--- src/rtl/wsm_pkg.sv ---
package wsm_pkg;

  localparam int ScoreW   = 32;
  localparam int SumW     = 40;
  localparam int CntW     = 8;
  localparam int DivStep  = 4;
  localparam int DivIters = SumW / DivStep;
  localparam int IterW    = $clog2(DivIters);
  localparam int QDepth   = 2;

  localparam logic [CntW-1:0] WindowReset = 8'd16;

  // one division job handed from front to back
  typedef struct packed {
    logic [SumW-1:0] sum;
    logic [CntW-1:0] units;
  } wsm_job_t;

  // queue side status
  typedef struct packed {
    logic full;
    logic avail;
  } wsm_qstat_t;

endpackage

--- src/rtl/wsm_front.sv ---
module wsm_front #(
  parameter int MAX_UNITS = 64
) (
  input  logic                     clk_i,
  input  logic                     rst_ni,
  input  logic                     cfg_valid_i,
  output logic                     cfg_ready_o,
  input  logic [wsm_pkg::CntW-1:0] cfg_data_i,
  input  logic                     in_valid_i,
  output logic                     in_ready_o,
  input  logic [wsm_pkg::ScoreW-1:0] in_score_i,
  input  logic                     in_restart_i,
  output logic                     push_o,
  output wsm_pkg::wsm_job_t        push_job_o,
  input  wsm_pkg::wsm_qstat_t      qstat_i
);
  import wsm_pkg::*;

  localparam int IdxW = (MAX_UNITS > 1) ? $clog2(MAX_UNITS) : 1;
  localparam logic [CntW-1:0] MaxN = CntW'(MAX_UNITS);

  typedef enum logic {F_IDLE, F_UPD} state_e;

  state_e            state_q;
  logic [CntW-1:0]   window_q, fill_q, oldest_q;
  logic [SumW-1:0]   sum_q;
  logic [ScoreW-1:0] score_q, rd_q;
  logic [ScoreW-1:0] ring [MAX_UNITS];

  logic [CntW-1:0]   units, fill_eff, fill_inc, oldest_inc, oldest_nxt;
  logic [SumW-1:0]   sum_base, sum_fill, sum_slide;
  logic              accept, do_fill, wr_en;
  logic [IdxW-1:0]   wr_addr;
  logic [ScoreW-1:0] wr_data;

  // clamp window size to 1..MAX_UNITS
  always_comb begin
    if (window_q == '0) begin
      units = CntW'(1);
    end else if (window_q > MaxN) begin
      units = MaxN;
    end else begin
      units = window_q;
    end
  end

  assign cfg_ready_o = 1'b1;
  assign in_ready_o  = (state_q == F_IDLE) && !qstat_i.full;
  assign accept      = in_valid_i && in_ready_o;

  assign fill_eff   = in_restart_i ? '0 : fill_q;
  assign sum_base   = in_restart_i ? '0 : sum_q;
  assign do_fill    = fill_eff < units;
  assign fill_inc   = fill_eff + CntW'(1);
  assign sum_fill   = sum_base + SumW'(in_score_i);
  assign sum_slide  = sum_q - SumW'(rd_q) + SumW'(score_q);
  assign oldest_inc = oldest_q + CntW'(1);
  assign oldest_nxt = (oldest_inc >= units) ? '0 : oldest_inc;

  assign wr_en   = (accept && do_fill) || (state_q == F_UPD);
  assign wr_addr = (state_q == F_UPD) ? oldest_q[IdxW-1:0] : fill_eff[IdxW-1:0];
  assign wr_data = (state_q == F_UPD) ? score_q : in_score_i;

  assign push_o           = (accept && do_fill && (fill_inc == units)) || (state_q == F_UPD);
  assign push_job_o.sum   = (state_q == F_UPD) ? sum_slide : sum_fill;
  assign push_job_o.units = units;

  // ring: one write port, registered read of the oldest slot
  always_ff @(posedge clk_i) begin
    if (wr_en) begin
      ring[wr_addr] <= wr_data;
    end
    rd_q <= ring[oldest_q[IdxW-1:0]];
    if (accept) begin
      score_q <= in_score_i;
    end
  end

  always_ff @(posedge clk_i or negedge rst_ni) begin
    if (!rst_ni) begin
      state_q  <= F_IDLE;
      window_q <= WindowReset;
      fill_q   <= '0;
      oldest_q <= '0;
      sum_q    <= '0;
    end else if (cfg_valid_i) begin
      window_q <= cfg_data_i;
      fill_q   <= '0;
      oldest_q <= '0;
      sum_q    <= '0;
      state_q  <= F_IDLE;
    end else begin
      unique case (state_q)
        F_IDLE: begin
          if (accept) begin
            if (do_fill) begin
              sum_q  <= sum_fill;
              fill_q <= fill_inc;
              if (fill_inc == units) begin
                oldest_q <= '0;
              end
            end else begin
              state_q <= F_UPD;
            end
          end
        end
        F_UPD: begin
          sum_q    <= sum_slide;
          oldest_q <= oldest_nxt;
          state_q  <= F_IDLE;
        end
        default: state_q <= F_IDLE;
      endcase
    end
  end

endmodule

--- src/rtl/wsm_queue.sv ---
module wsm_queue (
  input  logic                clk_i,
  input  logic                rst_ni,
  input  logic                push_i,
  input  wsm_pkg::wsm_job_t   job_i,
  output wsm_pkg::wsm_qstat_t qstat_o,
  input  logic                pop_i,
  output wsm_pkg::wsm_job_t   job_o
);
  import wsm_pkg::*;

  localparam int PtrW = (QDepth > 1) ? $clog2(QDepth) : 1;
  localparam int CntQW = $clog2(QDepth + 1);

  wsm_job_t         mem_q [QDepth];
  logic [PtrW-1:0]  wr_ptr_q, rd_ptr_q;
  logic [CntQW-1:0] count_q;
  logic             do_push, do_pop;

  assign qstat_o.full  = (count_q == CntQW'(QDepth));
  assign qstat_o.avail = (count_q != '0);
  assign job_o         = mem_q[rd_ptr_q];
  assign do_push       = push_i && !qstat_o.full;
  assign do_pop        = pop_i && qstat_o.avail;

  always_ff @(posedge clk_i) begin
    if (do_push) begin
      mem_q[wr_ptr_q] <= job_i;
    end
  end

  always_ff @(posedge clk_i or negedge rst_ni) begin
    if (!rst_ni) begin
      wr_ptr_q <= '0;
      rd_ptr_q <= '0;
      count_q  <= '0;
    end else begin
      if (do_push) begin
        wr_ptr_q <= PtrW'(wr_ptr_q + 1'b1);
      end
      if (do_pop) begin
        rd_ptr_q <= PtrW'(rd_ptr_q + 1'b1);
      end
      unique case ({do_push, do_pop})
        2'b10:   count_q <= count_q + CntQW'(1);
        2'b01:   count_q <= count_q - CntQW'(1);
        default: count_q <= count_q;
      endcase
    end
  end

endmodule

--- src/rtl/wsm_back.sv ---
module wsm_back (
  input  logic                       clk_i,
  input  logic                       rst_ni,
  input  wsm_pkg::wsm_qstat_t        qstat_i,
  input  wsm_pkg::wsm_job_t          job_i,
  output logic                       pop_o,
  output logic                       out_valid_o,
  input  logic                       out_ready_i,
  output logic [wsm_pkg::ScoreW-1:0] out_data_o
);
  import wsm_pkg::*;

  typedef enum logic [1:0] {B_IDLE, B_RUN, B_DONE} state_e;

  state_e            state_q;
  logic [SumW-1:0]   dvd_q, dvd_nxt;
  logic [CntW-1:0]   rem_q, rem_nxt, div_q;
  logic [IterW-1:0]  iter_q;
  logic              out_valid_q;
  logic [ScoreW-1:0] out_data_q;
  logic [CntW:0]     trial;
  logic              load_out;

  // restoring division, DivStep quotient bits per cycle; quotient shifts into dvd
  always_comb begin
    dvd_nxt = dvd_q;
    rem_nxt = rem_q;
    trial   = '0;
    for (int i = 0; i < DivStep; i++) begin
      trial   = {rem_nxt, dvd_nxt[SumW-1]};
      dvd_nxt = {dvd_nxt[SumW-2:0], 1'b0};
      if (trial >= {1'b0, div_q}) begin
        rem_nxt    = CntW'(trial - {1'b0, div_q});
        dvd_nxt[0] = 1'b1;
      end else begin
        rem_nxt = trial[CntW-1:0];
      end
    end
  end

  assign pop_o       = qstat_i.avail && (state_q == B_IDLE);
  assign out_valid_o = out_valid_q;
  assign out_data_o  = out_data_q;
  // quotient moves to the output register once that register is free
  assign load_out    = (state_q == B_DONE) && (!out_valid_q || out_ready_i);

  always_ff @(posedge clk_i or negedge rst_ni) begin
    if (!rst_ni) begin
      state_q     <= B_IDLE;
      dvd_q       <= '0;
      rem_q       <= '0;
      div_q       <= '0;
      iter_q      <= '0;
      out_valid_q <= 1'b0;
      out_data_q  <= '0;
    end else begin
      if (load_out) begin
        out_valid_q <= 1'b1;
      end else if (out_valid_q && out_ready_i) begin
        out_valid_q <= 1'b0;
      end
      unique case (state_q)
        B_IDLE: begin
          if (pop_o) begin
            dvd_q   <= job_i.sum;
            div_q   <= job_i.units;
            rem_q   <= '0;
            iter_q  <= '0;
            state_q <= B_RUN;
          end
        end
        B_RUN: begin
          dvd_q  <= dvd_nxt;
          rem_q  <= rem_nxt;
          iter_q <= iter_q + IterW'(1);
          if (iter_q == IterW'(DivIters - 1)) begin
            state_q <= B_DONE;
          end
        end
        B_DONE: begin
          if (load_out) begin
            out_data_q <= dvd_q[ScoreW-1:0];
            state_q    <= B_IDLE;
          end
        end
        default: state_q <= B_IDLE;
      endcase
    end
  end

endmodule

--- src/rtl/window_score_mean.sv ---
// Sliding-window mean of unit scores. Each input word carries one score and a
// restart flag; the block keeps the last N scores (N = window register clamped
// to 1..MAX_UNITS) in a ring and their 40-bit running sum. While a window is
// filling, a word is stored and gives no result; the word that completes the
// fill and every later one give floor(sum / N). A sliding word ends in F_UPD,
// which uses the ring's registered read of the oldest slot and takes no new
// word. Sums go through a two-entry queue to a restoring divider that retires
// four quotient bits a cycle. A result passes through pop, ten divide steps
// and hand-off to the output register; the next sum is popped only after that
// hand-off, and the queue plus output register absorb short bursts. Restart
// drops the held scores and begins a new fill at slot 0. A write to the window
// register always empties the window; it is taken in any cycle and should
// only be issued while the block is idle.
module window_score_mean #(
  parameter int MAX_UNITS = 64
) (
  input  logic                       clk_i,
  input  logic                       rst_ni,
  // input words
  input  logic                       s_axis_tvalid,
  output logic                       s_axis_tready,
  input  logic [wsm_pkg::ScoreW-1:0] s_axis_tdata,  // [31:0] unit_score
  input  logic                       s_axis_tuser,  // [0] restart
  // result words
  output logic                       m_axis_tvalid,
  input  logic                       m_axis_tready,
  output logic [wsm_pkg::ScoreW-1:0] m_axis_tdata,  // [31:0] mean_score
  // window size register
  input  logic                       cfg_valid_i,
  output logic                       cfg_ready_o,
  input  logic [wsm_pkg::CntW-1:0]   cfg_data_i
);
  import wsm_pkg::*;

  logic       push, pop;
  wsm_job_t   push_job, pop_job;
  wsm_qstat_t qstat;

  // front: ring, running sum, fill tracking
  wsm_front #(
    .MAX_UNITS(MAX_UNITS)
  ) u_front (
    .clk_i       (clk_i),
    .rst_ni      (rst_ni),
    .cfg_valid_i (cfg_valid_i),
    .cfg_ready_o (cfg_ready_o),
    .cfg_data_i  (cfg_data_i),
    .in_valid_i  (s_axis_tvalid),
    .in_ready_o  (s_axis_tready),
    .in_score_i  (s_axis_tdata),
    .in_restart_i(s_axis_tuser),
    .push_o      (push),
    .push_job_o  (push_job),
    .qstat_i     (qstat)
  );

  // decouples sum update from the divider
  wsm_queue u_queue (
    .clk_i  (clk_i),
    .rst_ni (rst_ni),
    .push_i (push),
    .job_i  (push_job),
    .qstat_o(qstat),
    .pop_i  (pop),
    .job_o  (pop_job)
  );

  // back: divider and output register
  wsm_back u_back (
    .clk_i      (clk_i),
    .rst_ni     (rst_ni),
    .qstat_i    (qstat),
    .job_i      (pop_job),
    .pop_o      (pop),
    .out_valid_o(m_axis_tvalid),
    .out_ready_i(m_axis_tready),
    .out_data_o (m_axis_tdata)
  );

endmodule

--- config.mk ---
export PLATFORM = sky130hd
export DESIGN_NAME = window_score_mean
export DESIGN_NICKNAME = d
export VERILOG_FILES = /design/src/rtl/wsm_pkg.sv /design/src/rtl/wsm_front.sv /design/src/rtl/wsm_queue.sv /design/src/rtl/wsm_back.sv /design/src/rtl/window_score_mean.sv
export SDC_FILE = /design/constraint.sdc
export NUM_CORES = 2
export LEC_CHECK = 0
export ABC_AREA = 1
export BUFFER_PORTS_ARGS = -buffer_cell sky130_fd_sc_hd__buf_2
export CAP_MARGIN = 40
export CORE_MARGIN = 2
export CORE_UTILIZATION = 63
export CTS_CLUSTER_DIAMETER = 200
export DETAILED_ROUTE_END_ITERATION = 7
export HOLD_SLACK_MARGIN = 0.06
export PLACE_DENSITY = 0.79
export SLEW_MARGIN = 0
export SYNTH_ARGS = -nofsm -noshare
export SYNTH_HDL_FRONTEND = slang
export SYNTH_SLANG_ARGS = --single-unit
--- constraint.sdc ---
create_clock -name clk_i -period 6.5 [get_ports clk_i]
set_input_delay 1.3 -clock clk_i [delete_from_list [all_inputs] [get_ports clk_i]]
set_output_delay 1.3 -clock clk_i [all_outputs]
set_load 0.01 [all_outputs]
After elaboration in Yosys (flattened, before gate mapping) --
Memories as Yosys holds them, arrays and structs flattened. A register that Yosys moved wholly into a read port is not among the register bits. Cells that the tools add are included. W data, S select, Z words.
Word-level totals: flip-flop bits (word level) 196, memory bits (writable) 2144, output and inout port bits 35, word-level logic and storage cells 133, memories 2
Operators by class: $add $sub $neg 14, magnitude comparators 7, eq/ne operators 14, muxes and demuxes 50, bitwise operators 1, reductions and logical operators 29
Memory list:
- u_front.ring | depth 64, bits a word 32, read ports 1, clocked after memory_dff 1, wr ports 1, RTL line wsm_front.sv:28 | logic [ScoreW-1:0] ring [MAX_UNITS];
- u_queue.mem_q | depth 2, bits a word 48, read ports 1, clocked after memory_dff 0, wr ports 1, RTL line wsm_queue.sv:15 | wsm_job_t mem_q [QDepth];
Operators by type and width (count):
- $mux W40 | 6
- $pmux W40 S2 | 2
- $mux W8 | 17
- $add A40 B32 Y40 | 2
- $sub A40 B32 Y40 | 1
- $ge A9 B8 Y1 | 4
- $mux W32 | 1
- $pmux W8 S2 | 2
- $sub A8 B8 Y8 | 4
- $add A8 B1 Y8 const B | 2
- $mux W1 | 13
- $reduce_bool A2 Y1 | 6
- $logic_and A1 B1 Y1 | 9
- $reduce_and A3 Y1 | 3
- $eq A8 B8 Y1 | 1
- $ge A8 B8 Y1 | 1
- $gt A8 B7 Y1 const B | 1
- $logic_not A8 Y1 | 1
- $lt A8 B8 Y1 | 1
- $pmux W4 S2 | 1
- $reduce_and A2 Y1 | 4
- $eq A2 B2 Y1 const B | 3
- $mux W2 | 3
- $mux W6 | 1
- 18 further kinds | 26

Longest topological paths before layout --
depth after elaboration 10, depth in mapped cells 47

Hierarchy --
From an unflattened synthesis, not the netlist that was laid out.
Second synthesis, totals: cell total of the unflattened synthesis 9015, area total of the unflattened synthesis 102819.9 um^2
By module, submodules not included:
- wsm_front | instances 1, cells an instance 8034, area an instance 93443.4 um^2, sequential area each 64728.3 um^2
- wsm_back | instances 1, cells an instance 698, area an instance 5650.4 um^2, sequential area each 2377.3 um^2
- wsm_queue | instances 1, cells an instance 283, area an instance 3726.1 um^2, sequential area each 2982.9 um^2

Worst setup path after synthesis --
OpenSTA, ideal clock, no wires.
path kind input-to-reg, start input port s_axis_tuser, end memory u_front.ring[40][0] (enable), library setup time 461 ps, arrival 5425 ps, data required time 6039 ps, slack 614 ps, cell stages on the path 16, buffers on the path 3, cell sequence buf_4 > buf_2 > nor2_1 > ha_1 > inv_1 > nor2_1 > o211ai_1 > nand2_1 > nand4_1 > o211ai_1 > nor2_1 > inv_1 > nand2_1 > buf_2 > nand3_1 > nor3_1
On the way: word-level cells in the longest chain between the ends 6, elaborated cells on any way between the ends 7, those cells by class order compare: 1; mux: 4; reduce/logical: 2
Ends and longest elaborated chain:
- start, declared | RTL line window_score_mean.sv:23 | input logic s_axis_tuser,
- $mux W8 * | RTL line wsm_front.sv:51 | assign fill_eff = in_restart_i ? '0 : fill_q;
- $lt A8 B8 Y1 | RTL line wsm_front.sv:53 | assign do_fill = fill_eff < units;
- $logic_and A1 B1 Y1 | RTL line wsm_front.sv:60 | assign wr_en = (accept && do_fill) || (state_q == F_UPD);
- $logic_or A1 B1 Y1 | RTL line wsm_front.sv:60
- $mux W1 | RTL line wsm_front.sv:70 | if (wr_en) begin
- $mux W1 (implied by the code) | RTL line wsm_front.sv:71 | ring[wr_addr] <= wr_data;
- end, declared | RTL line wsm_front.sv:28
Mark *: on every way between the ends. The rest lies on a longest branch, timed or not.

Worst setup path in the final report --
start register u_back.div_q[2], end register u_back.rem_q[3]
On the way: word-level cells in the longest chain between the ends 9, elaborated cells on any way between the ends 13, those cells by class add/sub: 4; order compare: 4; mux: 5
Ends and longest elaborated chain:
- start, declared | RTL line wsm_back.sv:17 | logic [CntW-1:0] rem_q, rem_nxt, div_q;
- start signal, assigned | RTL line wsm_back.sv:66 | div_q <= job_i.units;
- $sub A8 B8 Y8 or $ge A9 B8 Y1 (tied branches) | RTL line wsm_back.sv:33, wsm_back.sv:32
- $mux W8 | RTL line wsm_back.sv:32 | if (trial >= {1'b0, div_q}) begin
- $sub A8 B8 Y8 or $ge A9 B8 Y1 (tied branches) | RTL line wsm_back.sv:33, wsm_back.sv:32
- $mux W8 | RTL line wsm_back.sv:32
- $ge A9 B8 Y1 or $sub A8 B8 Y8 (tied branches) | RTL line wsm_back.sv:32, wsm_back.sv:33
- $mux W8 | RTL line wsm_back.sv:32
- $sub A8 B8 Y8 or $ge A9 B8 Y1 (tied branches) | RTL line wsm_back.sv:33, wsm_back.sv:32
- $mux W8 * | RTL line wsm_back.sv:32
- $pmux W8 S2 * | RTL line wsm_back.sv:62 | unique case (state_q)
- end signal, assigned | RTL line wsm_back.sv:74 | rem_q <= rem_nxt;
- end, declared | RTL line wsm_back.sv:17
Marks and branches as above. A chain may end at the register's enable or synchronous reset.

==> run metrics <==
status=finished, final reports clean; Final setup viols=0; worst-case clock buffer depth=3; die area=164,000 um2; Final Cycle Share=91.4%; DRT Pass-1 Iters=6; First DRT Iteration DRCs=11,900; Post-DP Area=106,000 um2; crit path max-delay cell type=ha_1; antenna-violating nets left=0; Crit path max-delay family=simple AND/OR/NAND/NOR gates; Clock Skews=0.0979 ns; XOR/XNOR Fraction of Synth Area=0.451%; Avg Vias per Cell=6.62; CTS root buffer=clkbuf_16; fillcell total=10,300; Setup TNS=0 ns; Post-synth ARST share=6.91%; Worst-Skew Late Latency=0.91 ns; Worst Tran Pin Value=1.04 ns; Yosys warning count=0; Core Rows=146; gr ovfl total=0; post-CTS setup repair buffer count=0; Arr. time, crit path=6.64 ns; Die X=404 um; # port buffers=79; max cap viols=0; last weighted congestion value of the routability-driven placer=0.994; vias in the first global route=70,500; compound-gate portion of the synthesized area=13.5%; Hold Vio Cnt, Final=0; number of clock sinks=2,372; post-cts hold buffer count=0; Crit. End Element=flop; first-pass GRT wire length=437,000 um; sequential area share after synthesis=69.4%; Reg area=70,100 um2; GRT Util Overall=36.0%; reg-to-reg endpoint=u_back.rem_q[3]; I/O pin cnt=81; Area Growth Syn to Fin=11.8%; area of the multi-input gates=27,900 um2; Pwr Total=49.0 mW; H-tree levels=4; required time worst endpoint=7.20 ns; Seq cells post-synth=2,372; Cell Area, Synth=101,000 um2; core area=159,000 um2; number of synthesized flops with an enable pin=2,176; f_max=168 MHz; Final Max Tran Viols=0; DP HPWL=177,000 um; fraction of layout cells with a size suffix above 1=9.71%; top post-synthesis cells by area=edfxtp_1 (65%), o21ai_0 (7.4%), nor2_1 (6.3%); final design area excluding fillers=113,000 um2; Worst Hold Path Cells=2; largest family of logic cells by synthesized area=compound AO/OA/AOI/OAI gates; mux cell area share after synthesis=0.367%; Buf+Inv Stages, Crit Path=10; largest net degree at the start of global routing=167; leakage=40.4 nW; CTS clk-pin slew, worst paths=0.06 ns; number of antenna violations at the first check in global routing=12; vias=73,100; type of the worst setup path=flop to flop; drt total wl=298,000 um; Unique masters post-synth=59; Pwr Density=434 nW/um2; TritonCTS clock tree=built; Max stage delay on crit path=0.37 ns; post-synthesis simple-gate area fraction=10.1%; Post-Synthesis Cells=8,669; HP Class=flop to flop; Main synth FF type=edfxtp_1; post-route DRC violation count=0; Avg Inst Size Synth=11.7 um2; Reg2Reg Launch Point=u_back.div_q[2]; critical-path maximum fanout=9; Chip Height=404 um; Starting Density=63.7%; top cell type's share of synthesized area=64.7%; Startpoint Class=flop; Hold Path End=u_back.out_data_o[3]; relative slew slack=29.7%; most used cell along the critical path=nand2_1; Tmin final=5.94 ns; maximum vdd drop=1270 uV; Final Net Count=8,989; FF-to-FF setup slack=0.56 ns; Yosys top cell by area=edfxtp_1; CTS buffer count=220; post-synthesis adder-cell area fraction=2.28%; Post-CTS Resized=0; Hold Startpoint=u_back.out_data_o[3]; Avg WL per Cell=27.0 um; R2R depth=43
==> placed cells by master (no fill, tap or decap), types with 36 or more instances in the layout <==
master,n
edfxtp_1,2176
nor2_1,1622
o21ai_0,1461
o22ai_1,650
nand2_1,609
inv_1,488
buf_4,268
clkbuf_16,220
dfrtp_1,155
a21oi_1,138
nand3_1,136
ha_1,124
buf_2,89
nor2_4,66
clkbuf_1,57
clkinv_1,50
o221ai_1,41
nand4_1,39
o21ai_1,39
mux2i_1,37
fa_1,37
buf_12,36
==> where the power goes <==
group / total [mW] / switching, mW / internal [mW]
Sequential: 17.6 / 0.252 / 17.4
Combinational: 18.5 / 10.9 / 7.59
Clock: 12.9 / 5.76 / 7.12
==> final cells by class <==
cell class | count | area share, %
Tap cell | 2072 | 2.30
Inverter | 503 | 1.70
Multi-Input combinational cell | 5288 | 24.7
Clock inverter | 126 | 1.29
Antenna cell | 3 | 0.00665
Clock buffer | 281 | 5.11
Timing Repair Buffer | 396 | 2.87
Sequential cell | 2372 | 62.1
==> state kept, by name, summed over array words and instances (netlist names) <==
register            flops
u_back.div_q            8
u_back.dvd_q           40
u_back.iter_q           4
u_back.out_data_o      32
u_back.out_valid_o      1
u_back.rem_q            8
u_back.state_q          2
u_front.fill_q          8
u_front.oldest_q        8
u_front.rd_q           32
u_front.ring         2048
u_front.score_q        32
u_front.state_q         1
u_front.sum_q          40
u_front.window_q        8
u_queue.count_q         2
u_queue.mem_q          96
u_queue.rd_ptr_q        1
u_queue.wr_ptr_q        1
==> how the worst max path moves through the flow <==
| stage | from | to | slack, ns | cells after the start |
|---|---|---|---|---|
| finish | u_back.div_q[2] | u_back.rem_q[3] | 0.56 | 43 |
| floorplan | s_axis_tuser | u_front.ring[40][0] | 0.61 | 16 |
| global route | u_back.div_q[6] | u_back.dvd_q[0] | -0.008 | 43 |
| CTS | u_back.div_q[7] | u_back.rem_q[1] | 0.20 | 39 |
| global placement | u_back.rem_q[3] | u_back.rem_q[6] | 0.14 | 41 |
| detailed placement | u_back.rem_q[3] | u_back.rem_q[6] | 0.23 | 41 |
==> worst register-to-register path: cells and delay by family (launching register included) <==
kind	cells	cell delay [ns]
AND/OR/NAND/NOR	26	2.76
AO/OA/AOI/OAI	3	0.46
flip-flops	1	0.36
adder cells (fa/ha/maj)	4	1.29
buffers and inverters	10	0.97
==> metrics by stage <==
| stage | hold slack (ns) | utilization (%) | instances | setup slack [ns] |
|---|---|---|---|---|
| floorplan | 0.441 | - | 8672 | 0.614 |
| global placement | 0.454 | 66.3 | 10600 | 0.145 |
| detailed placement | 0.468 | 66.5 | 10600 | 0.235 |
| CTS | 0.482 | 71.1 | 11000 | 0.195 |
| global route | 0.498 | 71.2 | 11000 | -0.00840 |
| finish | 0.477 | 71.2 | 11000 | 0.557 |
==> cells by family after synthesis <==
group,after synthesis
DFF,2372
buffers and inverters,1012
muxes,37
and+or+nand+nor,2563
AOI/OAI and AO/OA,2469
other,2
adders and majority gates,162
xor gates and xnor gates,52
==> per-layer routing <==
layer | global-route usage, % | routed length, um
met1 | 47.4 | 104000
met2 | 55.7 | 137000
met3 | 8.68 | 38200
met4 | 19.7 | 18100
met5 | 0 | 119
==> Yosys cell counts (11+ instances only) <==
cell type / count
edfxtp_1: 2176
ha_1: 125
buf_2: 120
clkbuf_1: 360
nand4_1: 39
o32ai_1: 35
inv_1: 493
xnor2_1: 20
nand2_1: 612
dfrtp_1: 163
and2_1: 13
a21oi_1: 138
nand3_1: 137
o21ai_1: 39
mux2i_1: 37
fa_1: 37
o22ai_1: 650
o21bai_1: 16
buf_1: 19
o21ai_0: 1493
nor2_1: 1686
nor3_1: 21
o221ai_1: 41
dfxtp_1: 32
a31oi_1: 19
nand2_2: 11
xor2_1: 32
Note: power is estimated with default switching activity, not from simulation.
